## config.mk

```make
export PLATFORM = sky130hd
export DESIGN_NAME = lru_k_frame_replacer_core
export DESIGN_NICKNAME = d
export VERILOG_FILES = /design/src/hw/rtl/lkr_pkg.sv /design/src/hw/rtl/lkr_ram.sv /design/src/hw/rtl/lkr_front.sv /design/src/hw/rtl/lkr_back.sv /design/src/hw/rtl/lru_k_frame_replacer_core.sv
export SDC_FILE = /design/constraint.sdc
export NUM_CORES = 2
export LEC_CHECK = 0
export ABC_AREA = 1
export BUFFER_PORTS_ARGS = -buffer_cell sky130_fd_sc_hd__buf_4
export CAP_MARGIN = 20
export CORE_ASPECT_RATIO = 1.1
export CORE_UTILIZATION = 40
export DETAILED_ROUTE_END_ITERATION = 10
export HOLD_SLACK_MARGIN = 0.03
export SYNTH_ARGS = -nofsm -noshare
export SYNTH_HDL_FRONTEND = slang
export SYNTH_SLANG_ARGS = --single-unit
```

## constraint.sdc

```tcl
create_clock -name clk -period 19.15 [get_ports clk]
set_input_delay 2.8725 -clock clk [delete_from_list [all_inputs] [get_ports clk]]
set_output_delay 2.8725 -clock clk [all_outputs]
set_load 0.03 [all_outputs]
```

## src/hw/rtl/lkr_pkg.sv

```systemverilog
// Shared types and constants of the LRU-K frame replacer.
// No dependencies.
package lkr_pkg;

  localparam int FRAME_CNT_DEF  = 64;
  localparam int FRAME_W        = 8;
  localparam int CNT_W          = 8;
  localparam int STAMP_W        = 32;
  localparam int TOTAL_W        = 9;
  localparam logic [7:0] HIST_DEPTH_RST = 8'd2;

  typedef enum logic [1:0] {
    CMD_ACCESS = 2'd0,
    CMD_MARK   = 2'd1,
    CMD_REMOVE = 2'd2,
    CMD_EVICT  = 2'd3
  } cmd_t;

  typedef struct packed {
    cmd_t                 cmd;
    logic [FRAME_W-1:0]   frame;
    logic                 mark;
    logic                 in_range;
  } item_t;

endpackage

```

## src/hw/rtl/lkr_ram.sv

```systemverilog
// Generic single-write, single-read RAM with registered read data.
// No dependencies.
module lkr_ram #(
  parameter int WIDTH = 8,
  parameter int DEPTH = 64,
  localparam int AW = (DEPTH > 1) ? $clog2(DEPTH) : 1
) (
  input  logic             clk,
  input  logic             we,
  input  logic [AW-1:0]    waddr,
  input  logic [WIDTH-1:0] wdata,
  input  logic [AW-1:0]    raddr,
  output logic [WIDTH-1:0] rdata
);

  logic [WIDTH-1:0] mem [DEPTH];

  always_ff @(posedge clk) begin
    if (we) begin
      mem[waddr] <= wdata;
    end
    rdata <= mem[raddr];
  end

endmodule

```

## src/hw/rtl/lkr_front.sv

```systemverilog
// Front end: takes input items, classifies the frame number and queues them.
// Depends on lkr_pkg.
module lkr_front #(
  parameter int FRAME_CNT = lkr_pkg::FRAME_CNT_DEF
) (
  input  logic          clk,
  input  logic          rst,
  input  logic          s_tvalid,
  output logic          s_tready,
  input  logic [15:0]   s_tdata,
  input  logic [1:0]    s_tuser,
  output logic          q_valid,
  input  logic          q_pop,
  output lkr_pkg::item_t q_item
);

  lkr_pkg::item_t slots [2];
  logic       wr_ptr;
  logic       rd_ptr;
  logic [1:0] fill;
  logic       push;
  lkr_pkg::item_t incoming;

  assign s_tready = (fill != 2'd2);
  assign push     = s_tvalid && s_tready;
  assign q_valid  = (fill != 2'd0);
  assign q_item   = slots[rd_ptr];

  always_comb begin
    incoming.cmd      = lkr_pkg::cmd_t'(s_tuser);
    incoming.frame    = s_tdata[7:0];
    incoming.mark     = s_tdata[8];
    incoming.in_range = ({1'b0, s_tdata[7:0]} < 9'(FRAME_CNT));
  end

  always_ff @(posedge clk) begin
    if (rst) begin
      wr_ptr <= 1'b0;
      rd_ptr <= 1'b0;
      fill   <= 2'd0;
    end else begin
      if (push) begin
        slots[wr_ptr] <= incoming;
        wr_ptr        <= !wr_ptr;
      end
      if (q_pop) begin
        rd_ptr <= !rd_ptr;
      end
      fill <= fill + 2'(push) - 2'(q_pop);
    end
  end

endmodule

```

## src/hw/rtl/lkr_back.sv

```systemverilog
// Back end: carries out queued commands against the frame records.
// Depends on lkr_pkg and lkr_ram.
module lkr_back #(
  parameter int FRAME_CNT = lkr_pkg::FRAME_CNT_DEF
) (
  input  logic           clk,
  input  logic           rst,
  input  logic [7:0]     history_depth,
  input  logic           q_valid,
  output logic           q_pop,
  input  lkr_pkg::item_t q_item,
  output logic           m_tvalid,
  input  logic           m_tready,
  output logic [23:0]    m_tdata
);

  localparam int AW = (FRAME_CNT > 1) ? $clog2(FRAME_CNT) : 1;
  localparam int RW = lkr_pkg::CNT_W + lkr_pkg::STAMP_W;

  typedef enum logic [3:0] {
    S_IDLE = 4'b0001,
    S_READ = 4'b0010,
    S_SCAN = 4'b0100,
    S_FIN  = 4'b1000
  } state_t;

  state_t state;
  lkr_pkg::item_t cur;
  logic [31:0] clock_now;
  logic [8:0]  total;
  logic [FRAME_CNT-1:0] tracked;
  logic [FRAME_CNT-1:0] full;
  logic [FRAME_CNT-1:0] evict;
  logic [AW-1:0] dat_idx;
  logic          nf_found, fl_found;
  logic [AW-1:0] nf_idx, fl_idx;
  logic [31:0]   nf_stamp, fl_stamp;
  logic          res_found;
  logic [7:0]    res_frame;

  logic          ram_we;
  logic [AW-1:0] ram_waddr, ram_raddr;
  logic [RW-1:0] ram_wdata, ram_rdata;
  logic [7:0]    rd_cnt;
  logic [31:0]   rd_stamp;
  logic [AW-1:0] cidx;
  logic [7:0]    keff, c0, c1;
  logic          elig, nf_take, fl_take, nf_any, fl_any, last;
  logic [AW-1:0] nf_vic, fl_vic, vic;
  logic [AW-1:0] pidx;

  assign rd_cnt   = ram_rdata[RW-1:lkr_pkg::STAMP_W];
  assign rd_stamp = ram_rdata[lkr_pkg::STAMP_W-1:0];
  assign cidx     = cur.frame[AW-1:0];
  assign pidx     = q_item.frame[AW-1:0];
  assign q_pop    = (state == S_IDLE) && q_valid;

  lkr_ram #(.WIDTH(RW), .DEPTH(FRAME_CNT)) u_ram (
    .clk   (clk),
    .we    (ram_we),
    .waddr (ram_waddr),
    .wdata (ram_wdata),
    .raddr (ram_raddr),
    .rdata (ram_rdata)
  );

  // Record update for an access; a depth of zero behaves as one.
  always_comb begin
    keff = (history_depth == 8'd0) ? 8'd1 : history_depth;
    c0   = tracked[cidx] ? rd_cnt : 8'd0;
    c1   = (c0 == 8'hFF) ? c0 : c0 + 8'd1;
    ram_waddr = cidx;
    ram_we    = (state == S_READ);
    if (full[cidx]) begin
      ram_wdata = {rd_cnt, clock_now};
    end else if (!tracked[cidx] || (c1 >= keff)) begin
      ram_wdata = {c1, clock_now};
    end else begin
      ram_wdata = {c1, rd_stamp};
    end
  end

  always_comb begin
    if (state == S_SCAN) begin
      ram_raddr = dat_idx + AW'(1);
    end else if (q_item.cmd == lkr_pkg::CMD_EVICT) begin
      ram_raddr = '0;
    end else begin
      ram_raddr = pidx;
    end
  end

  // Both classes are tracked in one pass; the short-history class wins.
  always_comb begin
    elig    = tracked[dat_idx] && evict[dat_idx];
    nf_take = elig && !full[dat_idx] && (rd_stamp < nf_stamp);
    fl_take = elig && full[dat_idx] && (rd_stamp < fl_stamp);
    nf_any  = nf_found || nf_take;
    fl_any  = fl_found || fl_take;
    nf_vic  = nf_take ? dat_idx : nf_idx;
    fl_vic  = fl_take ? dat_idx : fl_idx;
    vic     = nf_any ? nf_vic : fl_vic;
    last    = (dat_idx == AW'(FRAME_CNT - 1));
  end

  always_ff @(posedge clk) begin
    if (rst) begin
      state     <= S_IDLE;
      clock_now <= '0;
      total     <= '0;
      tracked   <= '0;
      full      <= '0;
      evict     <= '0;
      m_tvalid  <= 1'b0;
    end else begin
      if (m_tvalid && m_tready && (state != S_FIN)) begin
        m_tvalid <= 1'b0;
      end
      unique case (state)
        S_IDLE: begin
          if (q_valid) begin
            cur       <= q_item;
            clock_now <= clock_now + 32'd1;
            res_found <= 1'b0;
            res_frame <= 8'd0;
            state     <= S_FIN;
            unique case (q_item.cmd)
              lkr_pkg::CMD_ACCESS: begin
                if (q_item.in_range) begin
                  state <= S_READ;
                end
              end
              lkr_pkg::CMD_MARK: begin
                if (q_item.in_range) begin
                  if (q_item.mark) begin
                    if (tracked[pidx] && !evict[pidx]) begin
                      evict[pidx] <= 1'b1;
                      total       <= total + 9'd1;
                    end
                  end else if (evict[pidx]) begin
                    evict[pidx] <= 1'b0;
                    total       <= total - 9'd1;
                  end
                end
              end
              lkr_pkg::CMD_REMOVE: begin
                if (q_item.in_range) begin
                  if (evict[pidx]) begin
                    total <= total - 9'd1;
                  end
                  tracked[pidx] <= 1'b0;
                  full[pidx]    <= 1'b0;
                  evict[pidx]   <= 1'b0;
                end
              end
              lkr_pkg::CMD_EVICT: begin
                dat_idx  <= '0;
                nf_found <= 1'b0;
                fl_found <= 1'b0;
                nf_stamp <= clock_now + 32'd1;
                fl_stamp <= clock_now + 32'd1;
                state    <= S_SCAN;
              end
              default: ;
            endcase
          end
        end
        S_READ: begin
          tracked[cidx] <= 1'b1;
          if (!full[cidx] && (c1 >= keff)) begin
            full[cidx] <= 1'b1;
          end
          state <= S_FIN;
        end
        S_SCAN: begin
          if (nf_take) begin
            nf_found <= 1'b1;
            nf_idx   <= dat_idx;
            nf_stamp <= rd_stamp;
          end
          if (fl_take) begin
            fl_found <= 1'b1;
            fl_idx   <= dat_idx;
            fl_stamp <= rd_stamp;
          end
          dat_idx <= dat_idx + AW'(1);
          if (last) begin
            if (nf_any || fl_any) begin
              res_found    <= 1'b1;
              res_frame    <= 8'(vic);
              total        <= total - 9'd1;
              tracked[vic] <= 1'b0;
              full[vic]    <= 1'b0;
              evict[vic]   <= 1'b0;
            end
            state <= S_FIN;
          end
        end
        S_FIN: begin
          if (!m_tvalid || m_tready) begin
            m_tvalid <= 1'b1;
            m_tdata  <= {6'd0, total, res_frame, res_found};
            state    <= S_IDLE;
          end
        end
        default: state <= S_IDLE;
      endcase
    end
  end

endmodule

```

## src/hw/rtl/lru_k_frame_replacer_core.sv

```systemverilog
// LRU-K frame replacer, top level: configuration register, front end and back end.
// Depends on lkr_pkg, lkr_front, lkr_back and lkr_ram.
//
// Input channel s_*: tuser carries the command (access, mark, remove, evict),
// tdata the frame number and the evictable mark. Every item gives exactly one
// result item on m_*: victim flag, victim frame and the evictable count.
// cfg_* writes k, the history depth, and may only be used while the block idles.
// Items wait in a two-entry queue, so the input side keeps taking items while
// a result waits on the output.
// From acceptance, an item passes the queue, then the idle state of the back end,
// then the finish state for mark, remove and out-of-range commands; an access
// also does one read and one write of the record memory before the finish, and
// an evict reads every record once through the single memory read port. Items
// are executed one at a time: a new item starts only after the result of the
// last one has gone into the output register, which waits for a free output.
// Reset clears all records, the clock, the evictable count and sets k to 2;
// no clearing pass is needed. If the receiver stalls, the result is held in the
// output register, the back end waits and the queue fills, then s_tready drops.
module lru_k_frame_replacer_core #(
  parameter int FRAME_CNT = lkr_pkg::FRAME_CNT_DEF
) (
  input  logic        clk,
  input  logic        rst,
  input  logic        s_tvalid,
  output logic        s_tready,
  input  logic [15:0] s_tdata,   // frame [7:0], make_evictable [8], zero [15:9]
  input  logic [1:0]  s_tuser,   // cmd [1:0]
  output logic        m_tvalid,
  input  logic        m_tready,
  output logic [23:0] m_tdata,   // victim_found [0], victim_frame [8:1], evictable_count [17:9]
  input  logic        cfg_valid,
  output logic        cfg_ready,
  input  logic [7:0]  cfg_data
);

  logic [7:0]     history_depth;
  logic           q_valid;
  logic           q_pop;
  lkr_pkg::item_t q_item;

  assign cfg_ready = 1'b1;

  always_ff @(posedge clk) begin
    if (rst) begin
      history_depth <= lkr_pkg::HIST_DEPTH_RST;
    end else if (cfg_valid && cfg_ready) begin
      history_depth <= cfg_data;
    end
  end

  lkr_front #(.FRAME_CNT(FRAME_CNT)) u_front (
    .clk      (clk),
    .rst      (rst),
    .s_tvalid (s_tvalid),
    .s_tready (s_tready),
    .s_tdata  (s_tdata),
    .s_tuser  (s_tuser),
    .q_valid  (q_valid),
    .q_pop    (q_pop),
    .q_item   (q_item)
  );

  lkr_back #(.FRAME_CNT(FRAME_CNT)) u_back (
    .clk           (clk),
    .rst           (rst),
    .history_depth (history_depth),
    .q_valid       (q_valid),
    .q_pop         (q_pop),
    .q_item        (q_item),
    .m_tvalid      (m_tvalid),
    .m_tready      (m_tready),
    .m_tdata       (m_tdata)
  );

endmodule

```

==> results.cfg <==
[worst_setup_path]
r2r-start = u_back.cidx[0]
arrival_ns = 9.08
worst-setup-path-type = register to register
end_kind = register
critPathRequiredTime_ns = 19.76
path_max_fanout = 38
start_kind = register
crit_start = u_back.cidx[0]

[floorplan]
die_h_um = 590
std_cell_rows = 215
die-area_um2 = 316000
die_x_um = 536
io_pins = 58
start_util_pct = 40.3
coreArea_um2 = 312000

[cells_and_area]
mostFrequentLayoutCell = edfxtp_1
fillers = 28100
finish.net_count = 11200
final_cell_count_no_fill = 15400
mostFrequentLayoutCells = 2693 x edfxtp_1, 1838 x o21ai_0, 1836 x nor2_1, 1022 x nand2_1, 698 x o22ai_1
multiInputGateArea_um2 = 34700
seq_area_um2 = 86700
layout-drive-gt1-share_pct = 8.22
synthToLayoutAreaGrowth_pct = 12.6

[grt]
grt_max_degree = 186
grt_pass1_wl_mm = 597
grt_pass1_vias = 88600
grtUsageTotal_pct = 25.7
globalRouteOverflowTotal = 0
antenna_found_initial = 7

[place]
gp_congestion = 0.950
dpl.cell_count = 14900
pre_cts_slack_ns = 10.81
io_buffers = 41
hpwl_mm = 225

[drt]
finalWirelength_mm = 418
wire_per_inst_um = 27.1
firstDrtPassIters = 7
vias = 92500
ant_nets = 0
first_iter_violations = 11900
vias_per_cell = 5.99
drcViolationCount = 0

[timing]
fin_tns_setup_ns = 0
drv_slew = 0
rsz0062_at_grt = false
fmax_mhz = 118
min_period_over_period_pct = 44.2
max_slew_margin_pct = 13.2
setup_slack_ns = 10.68
setup_viol = 0
fin_worst_skew_ns = 0.0767
fin_crit_ns = 8.47
hold_viol_final = 0
tightestPinTransition_ns = 1.30

[synthesis]
ys_ff_latch = 2984
synth_ff_type = edfxtp_1
yosysUniqueCellTypes = 57
synthCells = 11200
seq_area_frac_synth_pct = 69.0
synth_area_um2 = 126000
async_flop_share_pct = 0
ys_warn_count = 0
synth_edf_count = 2693
avgSynthCellArea_um2 = 11.2

[power_and_ir_drop]
p_per_area_nw_per_um2 = 154
p_leak_nw = 47.5
ir_worst_vdd_mv = 0.130

[clock_network]
h-tree-depth = 5
root_buffer = clkbuf_16
tritoncts = yes
clock_path_buffers = 4
cts_setup_buffers = 0
cts_hold_buf = 0
clkTransAtPathRegs_ns = 0.06
ctsResizeCount = 0
cts_sinks = 2984
clk_latency_ns = 0.92
cts_buffers = 312

[status]
status = complete, no violations

[worst_hold_path]
hp-class = register to register
hp-start = u_back.res_frame[3]

[flow_run]
drv_cap = 0
through the flow:
step / hold WS [ns] / power [W] / cell area, um2 / utilization, %
after global placement: 0.409 / 0.0155 / 131000 / 42.0
after detailed placement: 0.405 / 0.0156 / 131000 / 42.1
after global routing: 0.436 / 0.0227 / 141000 / 45.3
final: 0.422 / 0.0218 / 141000 / 45.3
after floorplan: 0.400 / 0.0129 / 126000 / -
after CTS: 0.420 / 0.0217 / 141000 / 45.3
layout make-up:
cell class / count / area share, %
Sequential cell: 2984 / 61.3
Multi-Input combinational cell: 6900 / 24.5
Clock buffer: 390 / 5.95
Tap cell: 4123 / 3.65
Timing Repair Buffer: 298 / 1.81
Inverter: 577 / 1.56
Clock inverter: 168 / 1.22
Antenna cell: 2 / 0.00354
synthesized netlist by cell type (5+ instances only):
cell,n,share of area (%)
inv_1,549,1.6
dfxtp_1,291,4.6
o21a_1,35,0.21
nand3_1,418,1.7
clkinv_1,7,0.021
a21oi_1,381,1.5
nor3_1,41,0.16
xor2_1,34,0.24
o211ai_1,25,0.15
a31oi_1,10,0.050
buf_2,108,0.43
o21ai_1,51,0.20
buf_6,12,0.11
nor4_1,8,0.040
o221ai_1,162,1.1
nand2_2,7,0.035
o41ai_1,9,0.063
ha_1,81,0.81
buf_1,27,0.081
o21ai_0,1867,7.4
xnor2_1,5,0.035
nand2_1,1026,3.1
clkbuf_1,588,1.8
nand4_1,20,0.10
nor2_1,1903,5.7
o21bai_1,16,0.096
a22oi_1,24,0.14
edfxtp_1,2693,64
buf_4,21,0.13
o22ai_1,698,3.5
inv_2,20,0.060
nor2_2,18,0.090
worst paths after layout:
kind,end,depth (start not counted),slack [ns]
setup reg to reg,u_back.u_ram.mem[19][16],27,10.68
hold / removal,u_back.m_tdata[4],0,0.42
setup / recovery,u_back.u_ram.mem[19][16],27,10.68
hold reg to reg,u_back.m_tdata[4],0,0.42
metal layers:
layer	global-route usage, %	share of wire, %	up-vias
met4	13.1	5.6	2
li1	-	-	40300
met1	33.2	38	46000
met2	41.1	46	5215
met5	0	0.0031	-
met3	4.96	10	1065
state kept, by name, indices dropped and copies added (netlist names), 8 cells and up, named ones only:
name / count
history_depth: 8
u_back.clock_now: 32
u_back.fl_stamp: 32
u_back.full: 64
u_back.m_tdata: 16
u_back.nf_stamp: 32
u_back.total: 9
u_back.tracked: 64
u_back.u_ram.mem: 2560
u_back.u_ram.rdata: 40
u_front.slots: 20
cells by family (layout without fill, tap and decap cells):
logic type,Yosys count,after routing,synth area share (%)
other cells,2,11,0.00598
compound gates,3301,3301,14.6
fa+ha+maj,81,81,0.807
mux,2,2,0.0169
flops,2984,2984,69.0
buf+inv,1333,1433,4.23
simple gates,3468,3468,11.0
xor+xnor,39,39,0.272
report_power, final:
| group | leakage [nW] | total (W) | switching (W) | internal (W) |
|---|---|---|---|---|
| sequential | 27.2 | 0.00807 | 0.000171 | 0.00790 |
| combinational | 15.3 | 0.00759 | 0.00574 | 0.00185 |
| clock | 4.94 | 0.00611 | 0.00255 | 0.00356 |
| total | 47.5 | 0.0218 | 0.00846 | 0.0133 |
worst max-delay path, stage by stage, from the launching register on:
cell and delay [ns]:
edfxtp_1 0.46, inv_1 0.15, nand3_1 0.43, inv_1 0.59
nand2_1 0.17, o21ai_0 0.09, o41ai_1 0.65, nand2_1 0.26
nor2_1 0.21, nand2_1 0.40, nand2_1 0.21, inv_1 0.09
ha_1 0.23, nand2_1 0.09, nor3_1 0.09, nand2_1 0.45
nand2_1 0.09, and2_1 0.18, ha_1 0.29, a21oi_1 0.14
o21ai_0 0.09, nand2_1 0.07, o2111ai_1 0.22, nor2_1 0.26
nand2_4 0.34, buf_4 0.51, o21ai_4 0.85, buf_4 0.48
Note: power is estimated with default switching activity, not from simulation.
